**src/rtl/xyzbad_pkg.sv**
```systemverilog
// Shared constants and types for the xyz block average decimator.
`timescale 1ns / 1ps
package xyzbad_pkg;

  localparam int MAX_BLOCK   = 16;
  localparam int SAMPLE_BITS = 16;
  localparam int TIME_W      = 64;
  localparam int RING_DEPTH  = MAX_BLOCK + 1;
  localparam int PTR_W       = $clog2(RING_DEPTH);
  localparam int CNT_W       = $clog2(MAX_BLOCK + 1);
  localparam int SUM_W       = SAMPLE_BITS + $clog2(RING_DEPTH);
  localparam int USEC_PER_MS = 1000;
  localparam int BSIZE_W     = 5;
  localparam int TMO_W       = 16;
  localparam int LIMIT_W     = TMO_W + $clog2(USEC_PER_MS);
  localparam int CFG_IDX_W   = 8;
  localparam int CFG_DATA_W  = 16;

  typedef enum logic [CFG_IDX_W-1:0] {
    CFG_BUFFER_SIZE = 8'd0,
    CFG_TIMEOUT_MS  = 8'd1
  } cfg_idx_t;

  typedef logic signed [SAMPLE_BITS-1:0] sample_t;

  typedef struct packed {
    logic [TIME_W-1:0] t;
    sample_t           x;
    sample_t           y;
    sample_t           z;
  } ring_entry_t;

endpackage

```
**src/rtl/xyzbad_in_if.sv**
```systemverilog
// Input sample channel.
`timescale 1ns / 1ps
interface xyzbad_in_if import xyzbad_pkg::*; ();
  logic              valid;
  logic              ready;
  logic [TIME_W-1:0] sample_time;
  sample_t           sample_x;
  sample_t           sample_y;
  sample_t           sample_z;

  modport source (output valid, sample_time, sample_x, sample_y, sample_z, input ready);
  modport sink   (input valid, sample_time, sample_x, sample_y, sample_z, output ready);
endinterface

```
**src/rtl/xyzbad_out_if.sv**
```systemverilog
// Averaged result channel.
`timescale 1ns / 1ps
interface xyzbad_out_if import xyzbad_pkg::*; ();
  logic              valid;
  logic              ready;
  logic [TIME_W-1:0] out_time;
  sample_t           avg_x;
  sample_t           avg_y;
  sample_t           avg_z;

  modport source (output valid, out_time, avg_x, avg_y, avg_z, input ready);
  modport sink   (input valid, out_time, avg_x, avg_y, avg_z, output ready);
endinterface

```
**src/rtl/xyzbad_cfg_if.sv**
```systemverilog
// Configuration register write channel.
`timescale 1ns / 1ps
interface xyzbad_cfg_if import xyzbad_pkg::*; ();
  logic                  valid;
  logic                  ready;
  logic [CFG_IDX_W-1:0]  reg_index;
  logic [CFG_DATA_W-1:0] wdata;

  modport source (output valid, reg_index, wdata, input ready);
  modport sink   (input valid, reg_index, wdata, output ready);
endinterface

```
**src/rtl/xyz_block_average_decimator.sv**
```systemverilog
// Boxcar average decimator for timestamped three-axis samples.
// Each accepted sample is written to a 17-entry ring memory and added to
// running sums. The sequencer then reads the oldest entry (registered read)
// and evicts it while more samples are held than the block length
// (buffer_size, with zero taken as one and values above 16 as 16), or while
// timeout_ms is nonzero and the age (64-bit modular difference to the new
// timestamp) exceeds timeout_ms*1000 us. When exactly block-length samples
// remain, three restoring dividers produce the truncated means, the result
// is loaded into the output register and the buffer is cleared.
// Per sample: an accept state, then a read and a check state per oldest-entry
// check, plus the divide states and a load state when a result is produced;
// the load waits while a stalled result still holds the output register.
// The next sample is accepted while a finished result waits in the output
// register. Config writes are taken every cycle; write only while idle.
`timescale 1ns / 1ps
module xyz_block_average_decimator
  import xyzbad_pkg::*;
(
  input  logic              clk,
  input  logic              rst_n,
  xyzbad_in_if.sink         in_ch,
  xyzbad_out_if.source      out_ch,
  xyzbad_cfg_if.sink        cfg_ch
);

  localparam int DCNT_W = $clog2(SUM_W);

  typedef enum logic [2:0] {
    S_IDLE,
    S_RD,
    S_CHK,
    S_DIV,
    S_OUT
  } state_t;

  state_t                   state_r;
  logic [BSIZE_W-1:0]       buffer_size_r;
  logic [TMO_W-1:0]         timeout_ms_r;
  logic [PTR_W-1:0]         oldest_r;
  logic [CNT_W-1:0]         held_r;
  logic signed [SUM_W-1:0]  sum_x_r, sum_y_r, sum_z_r;
  logic [TIME_W-1:0]        now_r;
  logic [LIMIT_W-1:0]       limit_r;
  logic                     tmo_on_r;
  logic [CNT_W-1:0]         len_r;

  // divider lanes
  logic [SUM_W-1:0]         dvd_x_r, dvd_y_r, dvd_z_r;
  logic [CNT_W-1:0]         rem_x_r, rem_y_r, rem_z_r;
  logic                     neg_x_r, neg_y_r, neg_z_r;
  logic [CNT_W-1:0]         divisor_r;
  logic [DCNT_W-1:0]        dcnt_r;

  logic                     out_valid_r;
  logic [TIME_W-1:0]        out_time_r;
  sample_t                  avg_x_r, avg_y_r, avg_z_r;

  // ring memory
  ring_entry_t              ring_mem [RING_DEPTH];
  ring_entry_t              rd_q;
  logic                     mem_we;
  logic [PTR_W-1:0]         mem_waddr;
  ring_entry_t              mem_wdata;
  logic                     mem_re;

  logic                     in_fire;
  logic [CNT_W-1:0]         len;
  logic [PTR_W:0]           pos_sum;
  logic [PTR_W-1:0]         wr_pos;
  logic                     too_many;
  logic                     too_old;
  logic [TIME_W-1:0]        age;
  logic                     slot_free;

  logic [SUM_W-1:0]         dnx_x, dnx_y, dnx_z;
  logic [CNT_W-1:0]         rnx_x, rnx_y, rnx_z;

  function automatic logic [SUM_W-1:0] mag(input logic signed [SUM_W-1:0] v);
    mag = v[SUM_W-1] ? SUM_W'(-v) : SUM_W'(v);
  endfunction

  function automatic sample_t apply_sign(input logic [SUM_W-1:0] q, input logic neg);
    logic [SUM_W-1:0] s;
    s = neg ? SUM_W'(-q) : q;
    apply_sign = s[SAMPLE_BITS-1:0];
  endfunction

  // One restoring divide step: shift in dividend MSB, subtract if it fits.
  function automatic logic [SUM_W+CNT_W-1:0] div_step(input logic [SUM_W-1:0] dvd,
                                                      input logic [CNT_W-1:0] rem,
                                                      input logic [CNT_W-1:0] dsr);
    logic [CNT_W:0] rs;
    logic [CNT_W:0] diff;
    logic           qb;
    rs   = {rem, dvd[SUM_W-1]};
    diff = rs - {1'b0, dsr};
    qb   = (rs >= {1'b0, dsr});
    div_step = {{dvd[SUM_W-2:0], qb}, qb ? diff[CNT_W-1:0] : rs[CNT_W-1:0]};
  endfunction

  always_comb begin
    if (buffer_size_r == '0) begin
      len = CNT_W'(1);
    end else if (int'(buffer_size_r) > MAX_BLOCK) begin
      len = CNT_W'(MAX_BLOCK);
    end else begin
      len = CNT_W'(buffer_size_r);
    end
  end

  assign in_ch.ready  = (state_r == S_IDLE);
  assign in_fire      = in_ch.valid && in_ch.ready;
  assign cfg_ch.ready = 1'b1;

  assign pos_sum = (PTR_W+1)'(oldest_r) + (PTR_W+1)'(held_r);
  assign wr_pos  = (int'(pos_sum) >= RING_DEPTH) ? PTR_W'(int'(pos_sum) - RING_DEPTH)
                                                 : pos_sum[PTR_W-1:0];

  assign mem_we    = in_fire;
  assign mem_waddr = wr_pos;
  assign mem_wdata = '{t: in_ch.sample_time, x: in_ch.sample_x,
                       y: in_ch.sample_y, z: in_ch.sample_z};
  assign mem_re    = (state_r == S_RD);

  always_ff @(posedge clk) begin
    if (mem_we) begin
      ring_mem[mem_waddr] <= mem_wdata;
    end
    if (mem_re) begin
      rd_q <= ring_mem[oldest_r];
    end
  end

  assign age      = now_r - rd_q.t;
  assign too_many = (held_r > len_r);
  assign too_old  = tmo_on_r && (age > TIME_W'(limit_r));
  assign slot_free = !out_valid_r || out_ch.ready;

  assign {dnx_x, rnx_x} = div_step(dvd_x_r, rem_x_r, divisor_r);
  assign {dnx_y, rnx_y} = div_step(dvd_y_r, rem_y_r, divisor_r);
  assign {dnx_z, rnx_z} = div_step(dvd_z_r, rem_z_r, divisor_r);

  assign out_ch.valid    = out_valid_r;
  assign out_ch.out_time = out_time_r;
  assign out_ch.avg_x    = avg_x_r;
  assign out_ch.avg_y    = avg_y_r;
  assign out_ch.avg_z    = avg_z_r;

  always_ff @(posedge clk) begin
    if (!rst_n) begin
      state_r       <= S_IDLE;
      buffer_size_r <= BSIZE_W'(1);
      timeout_ms_r  <= '0;
      oldest_r      <= '0;
      held_r        <= '0;
      sum_x_r       <= '0;
      sum_y_r       <= '0;
      sum_z_r       <= '0;
      out_valid_r   <= 1'b0;
    end else begin
      if (cfg_ch.valid) begin
        unique case (cfg_ch.reg_index)
          CFG_BUFFER_SIZE: buffer_size_r <= cfg_ch.wdata[BSIZE_W-1:0];
          CFG_TIMEOUT_MS:  timeout_ms_r  <= cfg_ch.wdata[TMO_W-1:0];
          default: ;
        endcase
      end

      // in S_OUT the load below takes over the output slot
      if (out_valid_r && out_ch.ready && (state_r != S_OUT)) begin
        out_valid_r <= 1'b0;
      end

      unique case (state_r)
        S_IDLE: begin
          if (in_fire) begin
            sum_x_r  <= sum_x_r + SUM_W'(in_ch.sample_x);
            sum_y_r  <= sum_y_r + SUM_W'(in_ch.sample_y);
            sum_z_r  <= sum_z_r + SUM_W'(in_ch.sample_z);
            held_r   <= held_r + CNT_W'(1);
            now_r    <= in_ch.sample_time;
            limit_r  <= LIMIT_W'(timeout_ms_r) * LIMIT_W'(USEC_PER_MS);
            tmo_on_r <= (timeout_ms_r != '0);
            len_r    <= len;
            state_r  <= S_RD;
          end
        end
        S_RD: begin
          state_r <= S_CHK;
        end
        S_CHK: begin
          if ((held_r != '0) && (too_many || too_old)) begin
            sum_x_r  <= sum_x_r - SUM_W'(rd_q.x);
            sum_y_r  <= sum_y_r - SUM_W'(rd_q.y);
            sum_z_r  <= sum_z_r - SUM_W'(rd_q.z);
            oldest_r <= (int'(oldest_r) == RING_DEPTH - 1) ? '0 : oldest_r + PTR_W'(1);
            held_r   <= held_r - CNT_W'(1);
            state_r  <= S_RD;
          end else if (held_r < len_r) begin
            state_r <= S_IDLE;
          end else begin
            dvd_x_r   <= mag(sum_x_r);
            dvd_y_r   <= mag(sum_y_r);
            dvd_z_r   <= mag(sum_z_r);
            neg_x_r   <= sum_x_r[SUM_W-1];
            neg_y_r   <= sum_y_r[SUM_W-1];
            neg_z_r   <= sum_z_r[SUM_W-1];
            rem_x_r   <= '0;
            rem_y_r   <= '0;
            rem_z_r   <= '0;
            divisor_r <= held_r;
            dcnt_r    <= DCNT_W'(SUM_W - 1);
            state_r   <= S_DIV;
          end
        end
        S_DIV: begin
          dvd_x_r <= dnx_x;
          dvd_y_r <= dnx_y;
          dvd_z_r <= dnx_z;
          rem_x_r <= rnx_x;
          rem_y_r <= rnx_y;
          rem_z_r <= rnx_z;
          dcnt_r  <= dcnt_r - DCNT_W'(1);
          if (dcnt_r == '0) begin
            state_r <= S_OUT;
          end
        end
        S_OUT: begin
          // dvd_*_r now hold the quotient magnitudes
          if (slot_free) begin
            out_valid_r <= 1'b1;
            out_time_r  <= now_r;
            avg_x_r     <= apply_sign(dvd_x_r, neg_x_r);
            avg_y_r     <= apply_sign(dvd_y_r, neg_y_r);
            avg_z_r     <= apply_sign(dvd_z_r, neg_z_r);
            oldest_r    <= '0;
            held_r      <= '0;
            sum_x_r     <= '0;
            sum_y_r     <= '0;
            sum_z_r     <= '0;
            state_r     <= S_IDLE;
          end
        end
        default: state_r <= S_IDLE;
      endcase
    end
  end

endmodule

```
**src/flat_wrapper.sv**
```systemverilog
// flat-port wrapper written by rule: the top's interface ports become plain ports
module xyz_block_average_decimator_flat import xyzbad_pkg::*;
  (clk, rst_n, in_ch_valid, in_ch_sample_time, in_ch_sample_x, in_ch_sample_y, in_ch_sample_z, in_ch_ready, out_ch_valid, out_ch_out_time, out_ch_avg_x, out_ch_avg_y, out_ch_avg_z, out_ch_ready, cfg_ch_valid, cfg_ch_reg_index, cfg_ch_wdata, cfg_ch_ready);
  xyzbad_in_if in_ch_i ();
  xyzbad_out_if out_ch_i ();
  xyzbad_cfg_if cfg_ch_i ();
  input  logic clk;
  input  logic rst_n;
  input wire logic [$bits(in_ch_i.valid)-1:0] in_ch_valid;
  input wire logic [$bits(in_ch_i.sample_time)-1:0] in_ch_sample_time;
  input wire logic [$bits(in_ch_i.sample_x)-1:0] in_ch_sample_x;
  input wire logic [$bits(in_ch_i.sample_y)-1:0] in_ch_sample_y;
  input wire logic [$bits(in_ch_i.sample_z)-1:0] in_ch_sample_z;
  output wire logic [$bits(in_ch_i.ready)-1:0] in_ch_ready;
  output wire logic [$bits(out_ch_i.valid)-1:0] out_ch_valid;
  output wire logic [$bits(out_ch_i.out_time)-1:0] out_ch_out_time;
  output wire logic [$bits(out_ch_i.avg_x)-1:0] out_ch_avg_x;
  output wire logic [$bits(out_ch_i.avg_y)-1:0] out_ch_avg_y;
  output wire logic [$bits(out_ch_i.avg_z)-1:0] out_ch_avg_z;
  input wire logic [$bits(out_ch_i.ready)-1:0] out_ch_ready;
  input wire logic [$bits(cfg_ch_i.valid)-1:0] cfg_ch_valid;
  input wire logic [$bits(cfg_ch_i.reg_index)-1:0] cfg_ch_reg_index;
  input wire logic [$bits(cfg_ch_i.wdata)-1:0] cfg_ch_wdata;
  output wire logic [$bits(cfg_ch_i.ready)-1:0] cfg_ch_ready;
  assign in_ch_i.valid = in_ch_valid;
  assign in_ch_i.sample_time = in_ch_sample_time;
  assign in_ch_i.sample_x = in_ch_sample_x;
  assign in_ch_i.sample_y = in_ch_sample_y;
  assign in_ch_i.sample_z = in_ch_sample_z;
  assign in_ch_ready = in_ch_i.ready;
  assign out_ch_valid = out_ch_i.valid;
  assign out_ch_out_time = out_ch_i.out_time;
  assign out_ch_avg_x = out_ch_i.avg_x;
  assign out_ch_avg_y = out_ch_i.avg_y;
  assign out_ch_avg_z = out_ch_i.avg_z;
  assign out_ch_i.ready = out_ch_ready;
  assign cfg_ch_i.valid = cfg_ch_valid;
  assign cfg_ch_i.reg_index = cfg_ch_reg_index;
  assign cfg_ch_i.wdata = cfg_ch_wdata;
  assign cfg_ch_ready = cfg_ch_i.ready;
  xyz_block_average_decimator u_core (.clk(clk), .rst_n(rst_n), .in_ch(in_ch_i), .out_ch(out_ch_i), .cfg_ch(cfg_ch_i));
endmodule
```
**config.mk**
```make
export PLATFORM = sky130hd
export DESIGN_NAME = xyz_block_average_decimator_flat
export DESIGN_NICKNAME = d
export VERILOG_FILES = /design/src/rtl/xyzbad_pkg.sv /design/src/rtl/xyzbad_in_if.sv /design/src/rtl/xyzbad_out_if.sv /design/src/rtl/xyzbad_cfg_if.sv /design/src/rtl/xyz_block_average_decimator.sv /design/src/flat_wrapper.sv
export SDC_FILE = /design/constraint.sdc
export NUM_CORES = 2
export LEC_CHECK = 0
export BUFFER_PORTS_ARGS = -buffer_cell sky130_fd_sc_hd__buf_2
export CAP_MARGIN = 20
export CORE_UTILIZATION = 32
export CTS_BUF_LIST = sky130_fd_sc_hd__clkbuf_16
export CTS_CLUSTER_DIAMETER = 80
export DETAILED_ROUTE_END_ITERATION = 7
export GPL_ROUTABILITY_DRIVEN = 1
export GPL_TIMING_DRIVEN = 0
export MAX_ROUTING_LAYER = met4
export PLACE_DENSITY = 0.45
export SETUP_SLACK_MARGIN = 0.15
export SLEW_MARGIN = 20
export SYNTH_ARGS = -nofsm -noshare
export SYNTH_HDL_FRONTEND = slang
export SYNTH_SLANG_ARGS = --single-unit
```
**constraint.sdc**
```tcl
create_clock -name clk -period 31.4 [get_ports clk]
set_input_delay 0 -clock clk [delete_from_list [all_inputs] [get_ports clk]]
set_output_delay 0 -clock clk [all_outputs]
set_load 0.01 [all_outputs]
```
# Yosys cells after proc, flatten, opt, wreduce, memory -nomap -nowiden
# Memory sizes are Yosys's and may differ from the RTL's. A register that Yosys moved wholly into a read port is not among the register bits.
# Cells that the tools add are included.
# Widths: inputs -> output; s select.
# totals
regBits	394
mem_bits_rw	1904
inputBits	141
elab_cells	159
n_memories	1
# op_classes
add_sub_neg	22
multipliers	1
n_lt_le_gt_ge	8
n_eq_ne	13
mux	56
n_bitwise	2
n_reduce_logical	27
# memory_table
name	words	width	read_ports	rd_ports_with_merged_regs	wr	line	text
u_core.ring_mem	17	112	1	1	1	xyz_block_average_decimator.sv:59	ring_entry_t ring_mem [RING_DEPTH];
# ops
operator	n
$mux 21	16
$pmux 21 s3	3
$pmux 21 s2	3
$mux 5	14
$gt 64x26->1	1
$sub 64x64->64	1
$add 21x16->21	3
$neg 21->21	3
$sub 21x16->21	3
$pmux 5 s2	5
$mux 16	3
$neg 16->16	3
$mul 16x7->23 const B	1
$ge 6x5->1	3
$reduce_bool 16->1	1
$pmux 3 s5	1
$pmux 5 s3	1
$sub 5x5->5	3
$mux 3	4
$reduce_and 3->1	4
$reduce_and 4->1	3
$add 5x1->5 const B	2
$logic_not 5->1	2
$sub 5x1->5 const B	2
other kinds (27)	44

# Logic depth before layout (Yosys ltp)
# depth
ltp_word	7
mapped_depth	26
ltp_nobuf	24

# Worst setup path after synthesis
# No wires, ideal clock.
# synth_path
path_kind	reg-to-reg
start	register u_core.now_r[2]
end	register u_core.dcnt_r[0] (enable)
arrival_ns	10.130
path_slack_ns	20.643
path_stages_with_launch	24
path_buffers	0
period_less_slack_ns	10.757
path_cell_list	edfxtp_1 > ha_1 > o21a_1 > o31a_1 > o31ai_1 > or4_1 > nand2_1 > inv_1 > o21ai_0 > a21oi_1 > xnor2_1 > ha_1 > nand4_1 > or3_1 > nor3_1 > a21oi_1 > o31ai_1 > nand4_1 > a2111oi_0 > and4_1 > nand4_2 > nor3_2 > nor3_1 > nor3_1
# synth_between
elab_chain_cells	7
# synth_rtl
element	line	text
start: declaration	xyz_block_average_decimator.sv:42	logic [TIME_W-1:0] now_r;
start signal: assignment	xyz_block_average_decimator.sv:181	now_r <= in_ch.sample_time;
$sub 64x64->64	xyz_block_average_decimator.sv:134	assign age = now_r - rd_q.t;
$gt 64x26->1	xyz_block_average_decimator.sv:136	assign too_old = tmo_on_r && (age > TIME_W'(limit_r));
$logic_and 1x1->1	xyz_block_average_decimator.sv:136	
$logic_or 1x1->1	xyz_block_average_decimator.sv:192	if ((held_r != '0) && (too_many || too_old)) begin
$logic_and 1x1->1	xyz_block_average_decimator.sv:192	
$ne 2x2->1 (no line)	n/a	
$reduce_and 4->1 (no line)	n/a	
end signal: assignment	xyz_block_average_decimator.sv:212	dcnt_r <= DCNT_W'(SUM_W - 1);
end signal: assignment	xyz_block_average_decimator.sv:223	dcnt_r <= dcnt_r - DCNT_W'(1);
end: declaration	xyz_block_average_decimator.sv:52	logic [DCNT_W-1:0] dcnt_r;
# No other way between the ends.
# A chain may end at the register's enable or synchronous reset.

# Worst setup path after layout
# layout_path
start	register u_core.now_r[3]
end	register u_core.dvd_y_r[13] (enable)
# layout_between
elab_chain_cells	7
# layout_rtl
element	line	text
$sub 64x64->64	xyz_block_average_decimator.sv:134	
$gt 64x26->1	xyz_block_average_decimator.sv:136	
$logic_and 1x1->1	xyz_block_average_decimator.sv:136	
$logic_or 1x1->1	xyz_block_average_decimator.sv:192	
$logic_and 1x1->1	xyz_block_average_decimator.sv:192	
$ne 2x2->1 (no line)	n/a	
$reduce_and 4->1 (no line)	n/a	
end signal: assignment	xyz_block_average_decimator.sv:203	dvd_y_r <= mag(sum_y_r);
end signal: assignment	xyz_block_average_decimator.sv:218	dvd_y_r <= dnx_y;
end: declaration	xyz_block_average_decimator.sv:48	logic [SUM_W-1:0] dvd_x_r, dvd_y_r, dvd_z_r;
# No other way between the ends.

==> impl_metrics.csv <==
group,metric,value,unit
critical_path,worst-path-stages,29,
sta,skew,0.0662,ns
drt,wl_per_cell,27.6,microns
pwr,clkPwrFrac,37.5,%
critical_path,startpoint_type,"flop",
synthesis,synth_area,0.104,sq mm
floorplan,die_x,572,microns
placed_design,io_buffer_count,254,
run_status,status,"complete, no violations",
sta,drv_slew,0,
sta,fmax,118,MHz
final_layout,final_nets,7329,
critical_path,crit_slowest_cell,"nor3_2",
critical_path,path_max_fanout,10,
critical_path,cp.arrival,9.06,ns
global_route,grt_remaining_overflow,0,
critical_path,worstPathRequired,31.97,ns
clocking,clkTransAtPathRegs,0.06,ns
final_layout,final_cell_mix,"edfxtp_1 (2312), mux4_2 (560), nand2_1 (418)",
run,drv_cap,0,
clocking,postCtsSetupRepairBufs,0,
pwr,max-vdd-ir-drop,0.0385,mV
sta,worst_slew_pin_slew,1.21,ns
sta,finalCritPeriodShare,27.0,%
pwr,seq_power_share,45.6,%
sta,layout_setup_ws,22.91,ns
synthesis,synth.ff_latch_count,2410,
global_route,grt_pass1_wl,445000,microns
critical_path,r2r.worst_path.cells,29,
synthesis,syn_nets,6404,
pwr,power.switching,2.31,mW
pwr,power,8.51,mW
sta,grt_setup_unrepaired,"false",
pwr,swShare,27.1,%
clocking,cts_tree,"done",
floorplan,core,0.322,sq mm
placed_design,placedCellCount,10714,
global_route,track_usage,19.6,%
synthesis,synth_warnings,0,
clocking,clk_latency,0.91,ns
critical_path,startpoint,"u_core.now_r[3]$_DFFE_PP_",
synthesis,synth_area_per_cell,17.5,sq um
synthesis,synth_edf_count,2312,
floorplan,start_util,32.3,%
global_route,first_global_vias,59169,
placed_design,dp_slack,22.96,ns
clocking,clock-root-buffer,"clkbuf_16",
critical_path,r2r_slack,22.91,ns
clocking,cts_made_buffers,279,
drt,detail-route-antenna-nets,0,
global_route,grt_max_degree,52,
floorplan,rows,208,
pwr,p_leak,42.3,nW
sta,finalCriticalPeriod,8.49,ns
final_layout,fillers,29579,
sta,relSlewSlack,18.8,%
drt,drt-initial-drc-count,5720,
final_layout,fin_cells,11426,
hold_path,hp-start,"in_ch_sample_time[39]",
placed_design,dp_hpwl,221000,microns
critical_path,rr_endpoint,"u_core.dvd_y_r[13]$_DFFE_PP_",
critical_path,end_kind,"flop",
clocking,cts.htree.levels,5,
floorplan,dieArea,0.327,sq mm
critical_path,critPathBufInv,7,
pwr,pwr-share-comb,16.9,%
sta,tns,0,ns
critical_path,path_class,"reg2reg",
drt,drt_wl_total,315000,microns
clocking,ctsLongestPathBuffers,4,
final_layout,final_common_cell,"edfxtp_1",
synthesis,synth_cell_types,98,
final_layout,drive_above_1_share,23.6,%
critical_path,r2r_start,"u_core.now_r[3]$_DFFE_PP_",
drt,drc,0,
critical_path,slowest_delay,0.64,ns
sta,setup_viol,0,
floorplan,die_h,572,microns
hold_path,min_to,"u_core.ring_mem[15][87]$_DFFE_PP_",
synthesis,synth_cells,5949,
global_route,antenna_found_initial,56,
floorplan,io_pins,256,
drt,viasPerCell,5.14,
critical_path,crit_family,"simple AND/OR/NAND/NOR gates",
drt,detailroute.via_count,58698,
pwr,p_int,6.21,mW
placed_design,gp_routability_congestion,0.852,
pwr,p_per_area,67.7,mW/mm^2
clocking,clock-sinks,2410,
synthesis,async_reset_ff_share,0,%
synthesis,synth-main-ff-cell,"edfxtp_1",
synthesis,synth-seq-area-share,68.6,%
final_layout,area_growth,20.9,%
hold_path,min_delay_path_depth,2,
hold_path,hold_class,"in2reg",
drt,drtPass1Iterations,5,
sta,timing_hold_violations_final,0,
[metrics by stage]
step / hold slack (ns) / area, sq um / util (%)
after floorplan: 0.0989 / 104000 / -
after global placement: 0.269 / 111000 / 34.3
after detailed placement: 0.268 / 115000 / 35.7
after CTS: 0.00211 / 126000 / 39.0
after global routing: 0.0313 / 126000 / 39.0
final: 0.0564 / 126000 / 39.0
[cell usage after synthesis, types with 9 or more instances]
cell / instances / area share (%)
o21a_1: 20 / 0.14
xor2_1: 106 / 0.89
nand2b_1: 49 / 0.29
a21o_1: 36 / 0.26
edfxtp_1: 2312 / 67
clkbuf_1: 172 / 0.62
o21bai_1: 14 / 0.10
nand2_1: 418 / 1.5
inv_1: 224 / 0.81
nor4_1: 18 / 0.11
a211oi_1: 16 / 0.12
nand3_1: 54 / 0.26
mux2i_1: 91 / 0.88
nor2b_1: 55 / 0.33
and2_1: 16 / 0.096
o31ai_1: 34 / 0.25
a21oi_1: 201 / 0.97
xnor2_1: 138 / 1.2
a211o_1: 9 / 0.076
buf_1: 43 / 0.16
and3_1: 17 / 0.10
o21ai_0: 195 / 0.94
a22oi_1: 13 / 0.094
or3_1: 41 / 0.25
or2_2: 12 / 0.072
fa_1: 63 / 1.2
nor2_1: 196 / 0.71
or4_1: 18 / 0.13
mux4_2: 560 / 12
o22ai_1: 9 / 0.054
dfxtp_1: 98 / 1.9
nor3_1: 83 / 0.40
o41ai_1: 13 / 0.11
nand4_1: 32 / 0.19
nand3b_1: 17 / 0.12
buf_2: 12 / 0.058
mux2_2: 115 / 1.2
a31oi_1: 19 / 0.11
o211ai_1: 19 / 0.14
ha_1: 251 / 3.0
o21ai_1: 17 / 0.082
[how the worst max path moves through the flow]
| stage | endpoint | slack (ns) |
|---|---|---|
| global placement | u_core.ring_mem[16][76]$_DFFE_PP_ | 9.62 |
| global route | u_core.dvd_y_r[9]$_DFFE_PP_ | 22.53 |
| floorplan | u_core.dcnt_r[0]$_SDFFCE_PN0P_ | 20.64 |
| finish | u_core.dvd_y_r[13]$_DFFE_PP_ | 22.91 |
| detailed placement | u_core.dvd_y_r[10]$_DFFE_PP_ | 22.96 |
| CTS | u_core.dvd_y_r[15]$_DFFE_PP_ | 22.89 |
[registers in the layout, indices dropped and copies added (netlist names), 16 cells and up]
| register | cells |
|---|---|
| u_core.rd_q | 112 |
| u_core.dvd_z_r | 21 |
| u_core.sum_y_r | 21 |
| u_core.limit_r | 23 |
| u_core.dvd_x_r | 21 |
| u_core.out_ch.avg_z | 16 |
| u_core.dvd_y_r | 21 |
| u_core.out_ch.avg_y | 16 |
| u_core.timeout_ms_r | 16 |
| u_core.now_r | 64 |
| u_core.sum_x_r | 21 |
| u_core.sum_z_r | 21 |
| u_core.ring_mem | 1904 |
| u_core.out_ch.avg_x | 16 |
| u_core.out_ch.out_time | 64 |
[power groups by stage]
stage	Clock (mW)	Combinational [mW]	Sequential, mW
2_1_floorplan	0	0.906	3.92
3_3_place_gp	0	1.30	4.03
3_5_place_dp	0	1.42	3.95
4_1_cts	3.27	1.45	3.88
5_1_grt	3.39	1.57	3.90
6_report	3.20	1.44	3.88
[what timing repair did]
item / 4_1_cts / 5_1_grt
resized for setup: 0 / 0
hold buffers: 182 / 0
hold endpoints to repair: 2023 / 0
setup endpoints to repair: 0 / 0
[layout make-up]
type	count	area, sq um	share of cell area [%]
tap	4305	5390	4.28
clock buffer	281	7030	5.59
multi-input combinational	3078	31000	24.6
inverter	225	845	0.671
antenna	22	55.1	0.0438
clock inverter	225	1950	1.55
buffer	236	1040	0.827
sequential	2410	71400	56.8
timing repair buffer	644	7120	5.66
[metal layers]
layer | vias to the layer above | wire length, microns | global-route usage [%]
met5 | - | 0 | -
met4 | 0 | 5910 | 3.78
met3 | 383 | 16900 | 2.71
met2 | 1710 | 144000 | 29.9
met1 | 31030 | 148000 | 28.1
li1 | 25575 | - | -
[kinds of logic after synthesis]
| logic type | after synthesis | synth area share (%) |
|---|---|---|
| simple gates | 1052 | 4.83 |
| other cells | 1 | 0.00361 |
| buf+inv | 461 | 1.73 |
| mux | 766 | 14.2 |
| xor+xnor | 244 | 2.05 |
| compound gates | 701 | 4.26 |
| fa+ha+maj | 314 | 4.23 |
| flops | 2410 | 68.6 |
No activity file was read; power rests on OpenSTA's default activity.
